### src/vbv_pkg.sv
// Package for the version-bit vote deployment tracker.
// Beat payload structs, configuration struct, register indexes and state codes.
// No dependencies.
package vbv_pkg;

  // deployment state codes
  localparam logic [2:0] StDefined = 3'd0;
  localparam logic [2:0] StStarted = 3'd1;
  localparam logic [2:0] StLocked  = 3'd2;
  localparam logic [2:0] StActive  = 3'd3;
  localparam logic [2:0] StFailed  = 3'd4;

  // configuration register indexes
  localparam int unsigned CfgIdxW = 3;
  localparam int unsigned CfgDataW = 33;
  localparam logic [CfgIdxW-1:0] CfgStartTime   = 3'd0;
  localparam logic [CfgIdxW-1:0] CfgTimeoutTime = 3'd1;
  localparam logic [CfgIdxW-1:0] CfgPeriodLen   = 3'd2;
  localparam logic [CfgIdxW-1:0] CfgVoteThresh  = 3'd3;
  localparam logic [CfgIdxW-1:0] CfgSignalBit   = 3'd4;
  localparam logic [CfgIdxW-1:0] CfgForkTime    = 3'd5;

  // top-bits pattern required before the fork time
  localparam logic [2:0] TopBits = 3'b001;

  // start time value meaning always active
  localparam logic signed [32:0] StartAlways = -33'sd1;

  typedef struct packed {
    logic [31:0] block_version;
    logic [31:0] block_time;
    logic [31:0] median_time;
  } in_beat_t;

  typedef struct packed {
    logic [2:0]  next_state;
    logic [31:0] since_height;
    logic        did_signal;
    logic [15:0] window_elapsed;
    logic [15:0] window_count;
    logic        still_possible;
  } out_beat_t;

  typedef struct packed {
    logic signed [32:0] start_mtp;
    logic [31:0]        timeout_time;
    logic [15:0]        period_length;
    logic [15:0]        vote_threshold;
    logic [4:0]         signal_bit;
    logic [31:0]        fork_time;
  } cfg_t;

endpackage

### src/vbv_sig_det.sv
// Signalling detector: tests one block's version word for the deployment bit.
// Depends on vbv_pkg.
module vbv_sig_det (
  input  logic [31:0] version_i,
  input  logic [31:0] time_i,
  input  logic [4:0]  signal_bit_i,
  input  logic [31:0] fork_time_i,
  output logic        signal_o
);
  import vbv_pkg::*;

  logic bit_set;
  logic top_ok;

  // deployment bit, plus top-bits pattern until the fork time has passed
  assign bit_set  = version_i[signal_bit_i];
  assign top_ok   = (version_i[31:29] == TopBits);
  assign signal_o = (time_i > fork_time_i) ? bit_set : (bit_set && top_ok);

endmodule

### src/vbv_tracker.sv
// Running window counters, height and deployment state machine.
// Computes one result beat per block and updates state when the block advances.
// Depends on vbv_pkg.
module vbv_tracker (
  input  logic               clk_i,
  input  logic               rst_ni,
  input  logic               adv_i,
  input  vbv_pkg::cfg_t      cfg_i,
  input  logic [31:0]        median_time_i,
  input  logic               signal_i,
  output vbv_pkg::out_beat_t result_o
);
  import vbv_pkg::*;

  logic [15:0] phase_q, phase_d;
  logic [15:0] count_q, count_d;
  logic [31:0] height_q, height_d;
  logic [2:0]  state_q, state_d;
  logic [31:0] since_q, since_d;

  logic [15:0] per;
  logic [16:0] phase_inc;
  logic [16:0] cnt;
  logic        win_end;
  logic        before_start;
  logic        timed_out;
  logic [2:0]  ns;
  logic [17:0] lhs, rhs;

  // effective period, zero acts as one
  assign per       = (cfg_i.period_length == '0) ? 16'd1 : cfg_i.period_length;
  assign phase_inc = {1'b0, phase_q} + 17'd1;
  assign cnt       = {1'b0, count_q} + {16'd0, signal_i};
  assign win_end   = (phase_inc >= {1'b0, per});

  assign before_start = ($signed({1'b0, median_time_i}) < cfg_i.start_mtp);
  assign timed_out    = (median_time_i >= cfg_i.timeout_time);

  // transition at window end
  always_comb begin
    ns = state_q;
    if (before_start) begin
      ns = StDefined;
    end else begin
      unique case (state_q)
        StDefined: ns = timed_out ? StFailed : StStarted;
        StStarted: begin
          if (timed_out) begin
            ns = StFailed;
          end else if (cnt >= {1'b0, cfg_i.vote_threshold}) begin
            ns = StLocked;
          end
        end
        StLocked: ns = StActive;
        default:  ns = state_q;
      endcase
    end
  end

  // next values of the running state
  always_comb begin
    height_d = (height_q == '1) ? height_q : height_q + 32'd1;
    state_d  = state_q;
    since_d  = since_q;
    if (win_end) begin
      phase_d = '0;
      count_d = '0;
      state_d = ns;
      if (ns != state_q) begin
        since_d = height_d;
      end
    end else begin
      phase_d = phase_inc[15:0];
      count_d = cnt[15:0];
    end
  end

  always_ff @(posedge clk_i or negedge rst_ni) begin
    if (!rst_ni) begin
      phase_q  <= '0;
      count_q  <= '0;
      height_q <= '0;
      state_q  <= StDefined;
      since_q  <= '0;
    end else if (adv_i) begin
      phase_q  <= phase_d;
      count_q  <= count_d;
      height_q <= height_d;
      state_q  <= state_d;
      since_q  <= since_d;
    end
  end

  // threshold still reachable: per + count >= threshold + elapsed
  assign lhs = {2'b00, per} + {2'b00, count_d};
  assign rhs = {2'b00, cfg_i.vote_threshold} + {2'b00, phase_d};

  // reported beat
  always_comb begin
    result_o.did_signal     = signal_i;
    result_o.window_elapsed = phase_d;
    result_o.window_count   = count_d;
    result_o.still_possible = (lhs >= rhs);
    if (cfg_i.start_mtp == StartAlways) begin
      result_o.next_state   = StActive;
      result_o.since_height = '0;
    end else begin
      result_o.next_state   = state_d;
      result_o.since_height = (state_d == StDefined) ? 32'd0 : since_d;
    end
  end

endmodule

### src/version_bit_vote_deployment_tracker_top.sv
// Version-bit vote deployment tracker, top level.
// Path: an accepted block beat is held in the input register, then its result beat in the result register.
// Throughput: one block per cycle while results are taken; a stalled result holds the input register.
// Reset: asynchronous active low; clears window counters, height and deployment state,
// and loads the configuration registers with their defaults.
// Depends on vbv_pkg, vbv_sig_det and vbv_tracker.
module version_bit_vote_deployment_tracker_top (
  input  logic                            clk_i,
  input  logic                            rst_ni,
  input  logic                            in_valid_i,
  output logic                            in_ready_o,
  input  vbv_pkg::in_beat_t               in_data_i,
  output logic                            out_valid_o,
  input  logic                            out_ready_i,
  output vbv_pkg::out_beat_t              out_data_o,
  input  logic                            cfg_valid_i,
  output logic                            cfg_ready_o,
  input  logic [vbv_pkg::CfgIdxW-1:0]     cfg_index_i,
  input  logic [vbv_pkg::CfgDataW-1:0]    cfg_data_i
);
  import vbv_pkg::*;

  cfg_t      cfg_q;
  logic      a_valid_q, a_valid_d;
  in_beat_t  a_data_q;
  logic      o_valid_q, o_valid_d;
  out_beat_t o_data_q;
  logic      a_adv;
  logic      in_fire;
  logic      sig;
  out_beat_t result;

  // configuration registers
  assign cfg_ready_o = 1'b1;

  always_ff @(posedge clk_i or negedge rst_ni) begin
    if (!rst_ni) begin
      cfg_q.start_mtp      <= 33'sh0_FFFF_FFFF;
      cfg_q.timeout_time   <= 32'hFFFF_FFFF;
      cfg_q.period_length  <= 16'd2016;
      cfg_q.vote_threshold <= 16'd1916;
      cfg_q.signal_bit     <= 5'd0;
      cfg_q.fork_time      <= 32'd0;
    end else if (cfg_valid_i) begin
      unique case (cfg_index_i)
        CfgStartTime:   cfg_q.start_mtp      <= $signed(cfg_data_i);
        CfgTimeoutTime: cfg_q.timeout_time   <= cfg_data_i[31:0];
        CfgPeriodLen:   cfg_q.period_length  <= cfg_data_i[15:0];
        CfgVoteThresh:  cfg_q.vote_threshold <= cfg_data_i[15:0];
        CfgSignalBit:   cfg_q.signal_bit     <= cfg_data_i[4:0];
        CfgForkTime:    cfg_q.fork_time      <= cfg_data_i[31:0];
        default: ;
      endcase
    end
  end

  // pipeline handshake
  assign a_adv      = a_valid_q && (!o_valid_q || out_ready_i);
  assign in_ready_o = !a_valid_q || a_adv;
  assign in_fire    = in_valid_i && in_ready_o;

  always_comb begin
    a_valid_d = a_valid_q;
    if (in_fire) begin
      a_valid_d = 1'b1;
    end else if (a_adv) begin
      a_valid_d = 1'b0;
    end
    o_valid_d = o_valid_q;
    if (a_adv) begin
      o_valid_d = 1'b1;
    end else if (out_ready_i) begin
      o_valid_d = 1'b0;
    end
  end

  always_ff @(posedge clk_i or negedge rst_ni) begin
    if (!rst_ni) begin
      a_valid_q <= 1'b0;
      o_valid_q <= 1'b0;
    end else begin
      a_valid_q <= a_valid_d;
      o_valid_q <= o_valid_d;
    end
  end

  // input register
  always_ff @(posedge clk_i) begin
    if (in_fire) begin
      a_data_q <= in_data_i;
    end
  end

  vbv_sig_det u_sig_det (
    .version_i    (a_data_q.block_version),
    .time_i       (a_data_q.block_time),
    .signal_bit_i (cfg_q.signal_bit),
    .fork_time_i  (cfg_q.fork_time),
    .signal_o     (sig)
  );

  vbv_tracker u_tracker (
    .clk_i         (clk_i),
    .rst_ni        (rst_ni),
    .adv_i         (a_adv),
    .cfg_i         (cfg_q),
    .median_time_i (a_data_q.median_time),
    .signal_i      (sig),
    .result_o      (result)
  );

  // result register
  always_ff @(posedge clk_i) begin
    if (a_adv) begin
      o_data_q <= result;
    end
  end

  assign out_valid_o = o_valid_q;
  assign out_data_o  = o_data_q;

endmodule

### config.mk
export PLATFORM = sky130hd
export DESIGN_NAME = version_bit_vote_deployment_tracker_top
export DESIGN_NICKNAME = d
export VERILOG_FILES = /design/src/vbv_pkg.sv /design/src/vbv_sig_det.sv /design/src/vbv_tracker.sv /design/src/version_bit_vote_deployment_tracker_top.sv
export SDC_FILE = /design/constraint.sdc
export NUM_CORES = 1
export LEC_CHECK = 0
export BUFFER_PORTS_ARGS = -buffer_cell sky130_fd_sc_hd__buf_4
export CORE_UTILIZATION = 54
export CTS_CLUSTER_DIAMETER = 50
export DETAILED_ROUTE_END_ITERATION = 16
export PLACE_DENSITY = 0.77
export SLEW_MARGIN = 10
export SYNTH_ARGS = -nofsm -noshare
export SYNTH_HDL_FRONTEND = slang
export SYNTH_SLANG_ARGS = --single-unit
export TNS_END_PERCENT = 20
### constraint.sdc
create_clock -name clk_i -period 6 [get_ports clk_i]
set_clock_uncertainty 0.1 [all_clocks]
set_input_delay 1.5 -clock clk_i [delete_from_list [all_inputs] [get_ports clk_i]]
set_output_delay 1.5 -clock clk_i [all_outputs]
set_load 0.05 [all_outputs]
; ---- After elaboration in Yosys (flattened, before gate mapping)
; Cells that the tools add are included.
[word_totals]
ff_bits = 400
inputBits = 137
output_inout_bits = 72
[op_classes]
order_cmp = 7
reduce_logical = 20
add_sub_neg = 5
muxes = 19
eq_ne = 11
[op_table]
columns = operator, count
row1 = 32-bit two-way mux, 3
row2 = 16-bit two-way mux, 3
row3 = 16-bit by 16-bit adder with 17-bit output, 2
row4 = 17-bit by 16-bit greater-or-equal comparator with 1-bit output, 2
row5 = 33-bit by 1-bit == test with 1-bit output (second input constant), 1
row6 = 33-bit less-than comparator, 1
row7 = 32-bit by 1-bit adder with 32-bit output (second input constant), 1
row8 = 32-bit == test (second input constant), 1
row9 = 32-bit greater-or-equal comparator, 1
row10 = 32-bit > comparator, 1
row11 = 18-bit greater-or-equal comparator, 1
row12 = 16-bit by 1-bit adder with 17-bit output, 1
row13 = 16-bit by 1-bit adder with 17-bit output (second input constant), 1
row14 = 16-bit zero test, 1
row15 = 3-bit two-way mux, 5
row16 = 2-bit AND reduction, 6
row17 = 3-bit by 1-bit == test with 1-bit output (second input constant), 3
row18 = 3-bit by 2-bit == test with 1-bit output (second input constant), 3
row19 = 3-bit zero test, 3
row20 = 3-bit case mux with 3 select lines, 1
row21 = 3-bit == test (second input constant), 2
row22 = 5-bit by 6-bit less-than comparator with 1-bit output (second input constant), 1
row23 = 1-bit two-way mux, 6
row24 = 1-bit binary-select mux with 5-bit select, 1
row25 = 6 further kinds, 11

; ---- Logic depth before layout (Yosys ltp)
[logic_depth]
ltp_word = 13
ltp_mapped = 35

; ---- Hierarchy
; Synthesis repeated with hierarchy kept, for this count alone.
[hier_totals]
hier_cells = 1790
hier_area_um2 = 21689.6
[modules_own_cells]
columns = mod, seq_area_each_um2, n_inst, area_per_inst_um2, cells_per_inst
row1 = vbv_tracker, 2477.4, 1, 10338.7, 1195
row2 = version_bit_vote_deployment_tracker_top, 8455.6, 1, 10223.6, 463
row3 = vbv_sig_det, 0.0, 1, 1127.3, 132

; ---- Least setup slack after synthesis
; OpenSTA, ideal clock, no wires.
[synth_path]
path_kind = reg-to-reg
from = reg u_tracker.phase_q[0]
to = reg o_data_q, in the netlist out_data_o[0] (data pin)
path_stages_with_launch = 35
path_slack_ns = -0.238
n_path_buf = 2
t_arrival_ns = 5.876
synth_period_minus_slack_ns = 6.238
cell_sequence = dfrtp_1 ha_1 nand2_1 nor2_1 nand2_1 nor2_1 xnor2_1 inv_1 ha_1 a21o_1 a211oi_1 o21ai_0 o21ai_1 o311ai_2 buf_2 buf_1 nor2_1 ha_1 a21o_1 a21oi_1 o21bai_1 a21o_1 a21o_1 a21oi_1 xnor2_1 ha_1 a21oi_1 nor2b_1 o21ai_0 nand2b_1 a2111oi_0 o21ai_0 a31o_2 a21oi_1 o21ai_0
[synth_lines]
columns = element, line_no
row1 = "start, declared", vbv_tracker.sv:15  ; logic [15:0] phase_q, phase_d;
row2 = "start signal, assigned", vbv_tracker.sv:86  ; phase_q <= phase_d;
row3 = "end signal, assigned", version_bit_vote_deployment_tracker_top.sv:115  ; o_data_q <= result;
row4 = "end, declared", version_bit_vote_deployment_tracker_top.sv:27  ; out_beat_t o_data_q;

==> impl_metrics.csv <==
group,metric,value,unit
yosys,ys_ff_latch,400,
setup_path,slowest_stage,"edfxtp_1",
placed_design,dpl.hpwl,36500,µm
clock_tree,postCtsHoldBufs,0,
setup_path,worstPathRequired,6.23,ns
yosys,ys.flop_type,"edfxtp_1",
yosys,synthMuxAreaShare,0.0634,
clock_tree,htreeDepth,2,
timing,slew_headroom,0.363,
clock_tree,clock_latency,0.59,ns
yosys,synth-compound-area-share,0.106,
timing,fmax,0.165,GHz
clock_tree,path_clk_slew,0.06,ns
run_status,failed_checks,"setup timing",
floorplanning,die_w,200,µm
global_routing,grt.total_usage,0.258,
detailed_routing,vias,15500,
detailed_routing,dr.pass1.iters,5,
yosys,syn_area,0.0211,mm²
detailed_routing,drc_errors,0,
yosys,ys_async_sr_fraction,0.588,
timing,fin_ws,-0.0443,ns
floorplanning,die-area,0.0400,mm²
global_routing,antenna_found_initial,0,
setup_path,critPathCaptureType,"register",
timing,hold_violations,0,
detailed_routing,final_antenna_net_count,0,
flow_run,cap_viol_max_count,0,
floorplanning,io_pins,209,
cells_and_area,layout.nets,2544,
setup_path,max_stage_delay,0.38,ns
yosys,avgSynthCellArea,11.1,µm²
timing,hold_ws,0.384,ns
floorplanning,rows,72,
power_and_ir_drop,leakage,0.0120,µW
global_routing,grtUsageMet1,0.342,
global_routing,use_met3,0.0445,
detailed_routing,vias_per_cell,5.57,
cells_and_area,post-route-util,0.678,
detailed_routing,routed_wl,50200,µm
yosys,synth_top_family_by_area,"simple AND/OR/NAND/NOR gates",
timing,grt_setup_unrepaired,"true",
global_routing,use_met2,0.439,
yosys,ys_seq_area_frac,0.517,
clock_tree,cts_buffers,48,
global_routing,grt_pass1_vias,15700,
yosys,synthAdderAreaFrac,0.108,
detailed_routing,avgRoutedWirePerCell,18.0,µm
power_and_ir_drop,power_density,348,mW/mm²
timing,setup_viol,1,
cells_and_area,layout-drive-gt1-share,0.297,
floorplanning,floorplan.initialDensity,0.547,
setup_path,path_class,"reg -> reg",
placed_design,port_buffers,207,
setup_path,worstPathArrival,6.27,ns
setup_path,cp-start-kind,"register",
clock_tree,cts_num_sinks,400,
cells_and_area,antenna_cells,0,
detailed_routing,drt_iter0_markers,912,
clock_tree,cts_tree,"yes",
yosys,syn-num-nets,2220,
yosys,synthSimpleGateAreaFrac,0.111,
setup_path,crit_fanout,4,
timing,fin_crit,6.04,ns
timing,worstMarginPinSlew,0.950,ns
yosys,syn_inst,1901,
global_routing,overflow,0,
global_routing,grt_pass1_wl,80500,µm
power_and_ir_drop,ir_worst_vdd,0.312,mV
cells_and_area,area_delta_synth_final,24.0,%
placed_design,place.gp.congestion,0.900,
min_path,hold_path.class,"reg -> reg",
yosys,yosysWarnings,0,
clock_tree,clockBufferDepth,3,
floorplanning,chipHeight,200,µm
global_routing,grt_max_degree,123,
clock_tree,cts-root-buf,"clkbuf_16",
global_routing,grt_busiest_layer,"met2",
yosys,yosysUniqueCellTypes,77,
yosys,synth-edff-count,165,
timing,slew_violations,0,
floorplanning,core_area,0.0386,mm²
yosys,synth_xor_xnor_area_share,0.0476,
run_status,status,"finished with violations",
timing,timing.final.crit_share,1.01,
[flip-flops by register name (all words and copies together) (netlist names)]
name / flops
a_data_q: 96
a_valid_q: 1
cfg_q: 134
out_data_o: 69
out_valid_o: 1
u_tracker.count_q: 16
u_tracker.height_q: 32
u_tracker.phase_q: 16
u_tracker.since_q: 32
u_tracker.state_q: 3
[cells by family (layout without fill, tap and decap cells)]
family	count (synthesis)	after routing
AO/OA/AOI/OAI	365	366
AND/OR/NAND/NOR	478	478
XOR/XNOR	115	115
buffers and inverters	251	613
adder cells (fa/ha/maj)	182	182
multiplexers	109	109
flip-flops	400	400
other	1	1
[worst max-delay path, delay by kind of cell, from the launching register on]
| kind | cells | cell delay, ns |
|---|---|---|
| buf+inv | 4 | 0.48 |
| compound gates | 15 | 2.41 |
| fa+ha+maj | 4 | 1.09 |
| simple gates | 9 | 0.93 |
| flops | 1 | 0.38 |
| xor+xnor | 2 | 0.39 |
[stage by stage]
stage	worst slack (ns)	instance area (µm²)	TNS (ns)	total power, µW	instances
2_1_floorplan	0.0128	21200	0	5100	1901
3_3_place_gp	-0.172	24200	-0.172	5920	2680
3_5_place_dp	-0.485	24200	-0.485	6040	2680
4_1_cts	0.0118	26000	0	9080	2776
5_1_grt	-0.312	26200	-0.319	9610	2782
6_report	-0.0443	26200	-0.0443	9130	2782
[layer usage]
layer,up-vias,part of all wire
met5,-,0
met4,0,0.025
met3,93,0.052
met2,411,0.49
met1,7566,0.43
li1,7428,-
[synthesized netlist by cell type (3+ instances only)]
| cell | n | area [µm²] |
|---|---|---|
| a2111oi_0 | 4 | 35.0 |
| a211oi_1 | 9 | 67.6 |
| a21o_1 | 37 | 278 |
| a21oi_1 | 86 | 430 |
| a31oi_1 | 8 | 50.1 |
| and2_1 | 5 | 31.3 |
| and3_1 | 11 | 68.8 |
| and4_1 | 4 | 35.0 |
| buf_1 | 4 | 15.0 |
| buf_2 | 5 | 25.0 |
| clkbuf_1 | 68 | 255 |
| dfrtp_1 | 157 | 3930 |
| dfstp_2 | 78 | 2050 |
| edfxtp_1 | 165 | 4950 |
| ha_1 | 180 | 2250 |
| inv_1 | 168 | 631 |
| mux2_1 | 31 | 349 |
| mux2_2 | 68 | 766 |
| mux4_2 | 10 | 225 |
| nand2_1 | 157 | 589 |
| nand2b_1 | 17 | 106 |
| nand3_1 | 74 | 370 |
| nand4_1 | 48 | 300 |
| nand4b_1 | 3 | 26.3 |
| nor2_1 | 85 | 319 |
| nor2b_1 | 18 | 113 |
| nor3_1 | 20 | 100 |
| nor4_1 | 9 | 56.3 |
| o2111ai_1 | 3 | 26.3 |
| o21a_1 | 12 | 90.1 |
| o21ai_0 | 118 | 591 |
| o21ai_1 | 27 | 135 |
| o21bai_1 | 4 | 30.0 |
| o31ai_1 | 28 | 210 |
| or2_1 | 4 | 25.0 |
| or2_2 | 5 | 31.3 |
| or3_1 | 4 | 25.0 |
| xnor2_1 | 60 | 526 |
| xor2_1 | 55 | 482 |
[cells in the final DEF, fill, tap and decap left out, drive strengths merged, types with 5 or more instances in the layout]
| cell | n |
|---|---|
| a211oi | 9 |
| a21o | 37 |
| a21oi | 87 |
| a31oi | 8 |
| and2 | 5 |
| and3 | 11 |
| buf | 355 |
| clkbuf | 56 |
| clkinv | 20 |
| dfrtp | 157 |
| dfstp | 78 |
| edfxtp | 165 |
| ha | 180 |
| inv | 177 |
| mux2 | 99 |
| mux4 | 10 |
| nand2 | 157 |
| nand2b | 17 |
| nand3 | 76 |
| nand4 | 48 |
| nor2 | 85 |
| nor2b | 18 |
| nor3 | 21 |
| nor4 | 10 |
| o21a | 12 |
| o21ai | 145 |
| o31ai | 29 |
| or2 | 9 |
| xnor2 | 60 |
| xor2 | 55 |
[repair_timing]
item                       CTS  global route
cloned                       1             0
gates resized for setup     37            40
setup buffers                6             6
pin swaps                   15            34
setup endpoints to repair    1            35
[power by group]
part	switching [µW]	internal (µW)
combinational	1390	1260
sequential	246	3300
clock	1210	1720
total	2850	6280
[final timing paths]
check                                       from  slack [ns]  cells after the start                     to
min in group asynchronous                 rst_ni        0.90                      1  u_tracker.since_q[26]
min reg2reg                u_tracker.since_q[16]        0.38                      1  u_tracker.since_q[16]
max in group asynchronous                 rst_ni        3.71                      2              cfg_q[13]
min                        u_tracker.since_q[16]        0.38                      1  u_tracker.since_q[16]
max reg2reg                         a_data_q[33]       -0.04                     34          out_data_o[0]
max                                 a_data_q[33]       -0.04                     34          out_data_o[0]
[final cells by class]
cell class / instances / area, µm²
Fill cell: 2758 / 12400
Clock buffer: 56 / 1270
Multi-Input combinational cell: 1251 / 9630
Inverter: 169 / 638
Clock inverter: 33 / 333
Tap cell: 518 / 648
Sequential cell: 400 / 10900
Timing Repair Buffer: 355 / 2760
Note: power is estimated with default switching activity, not from simulation.
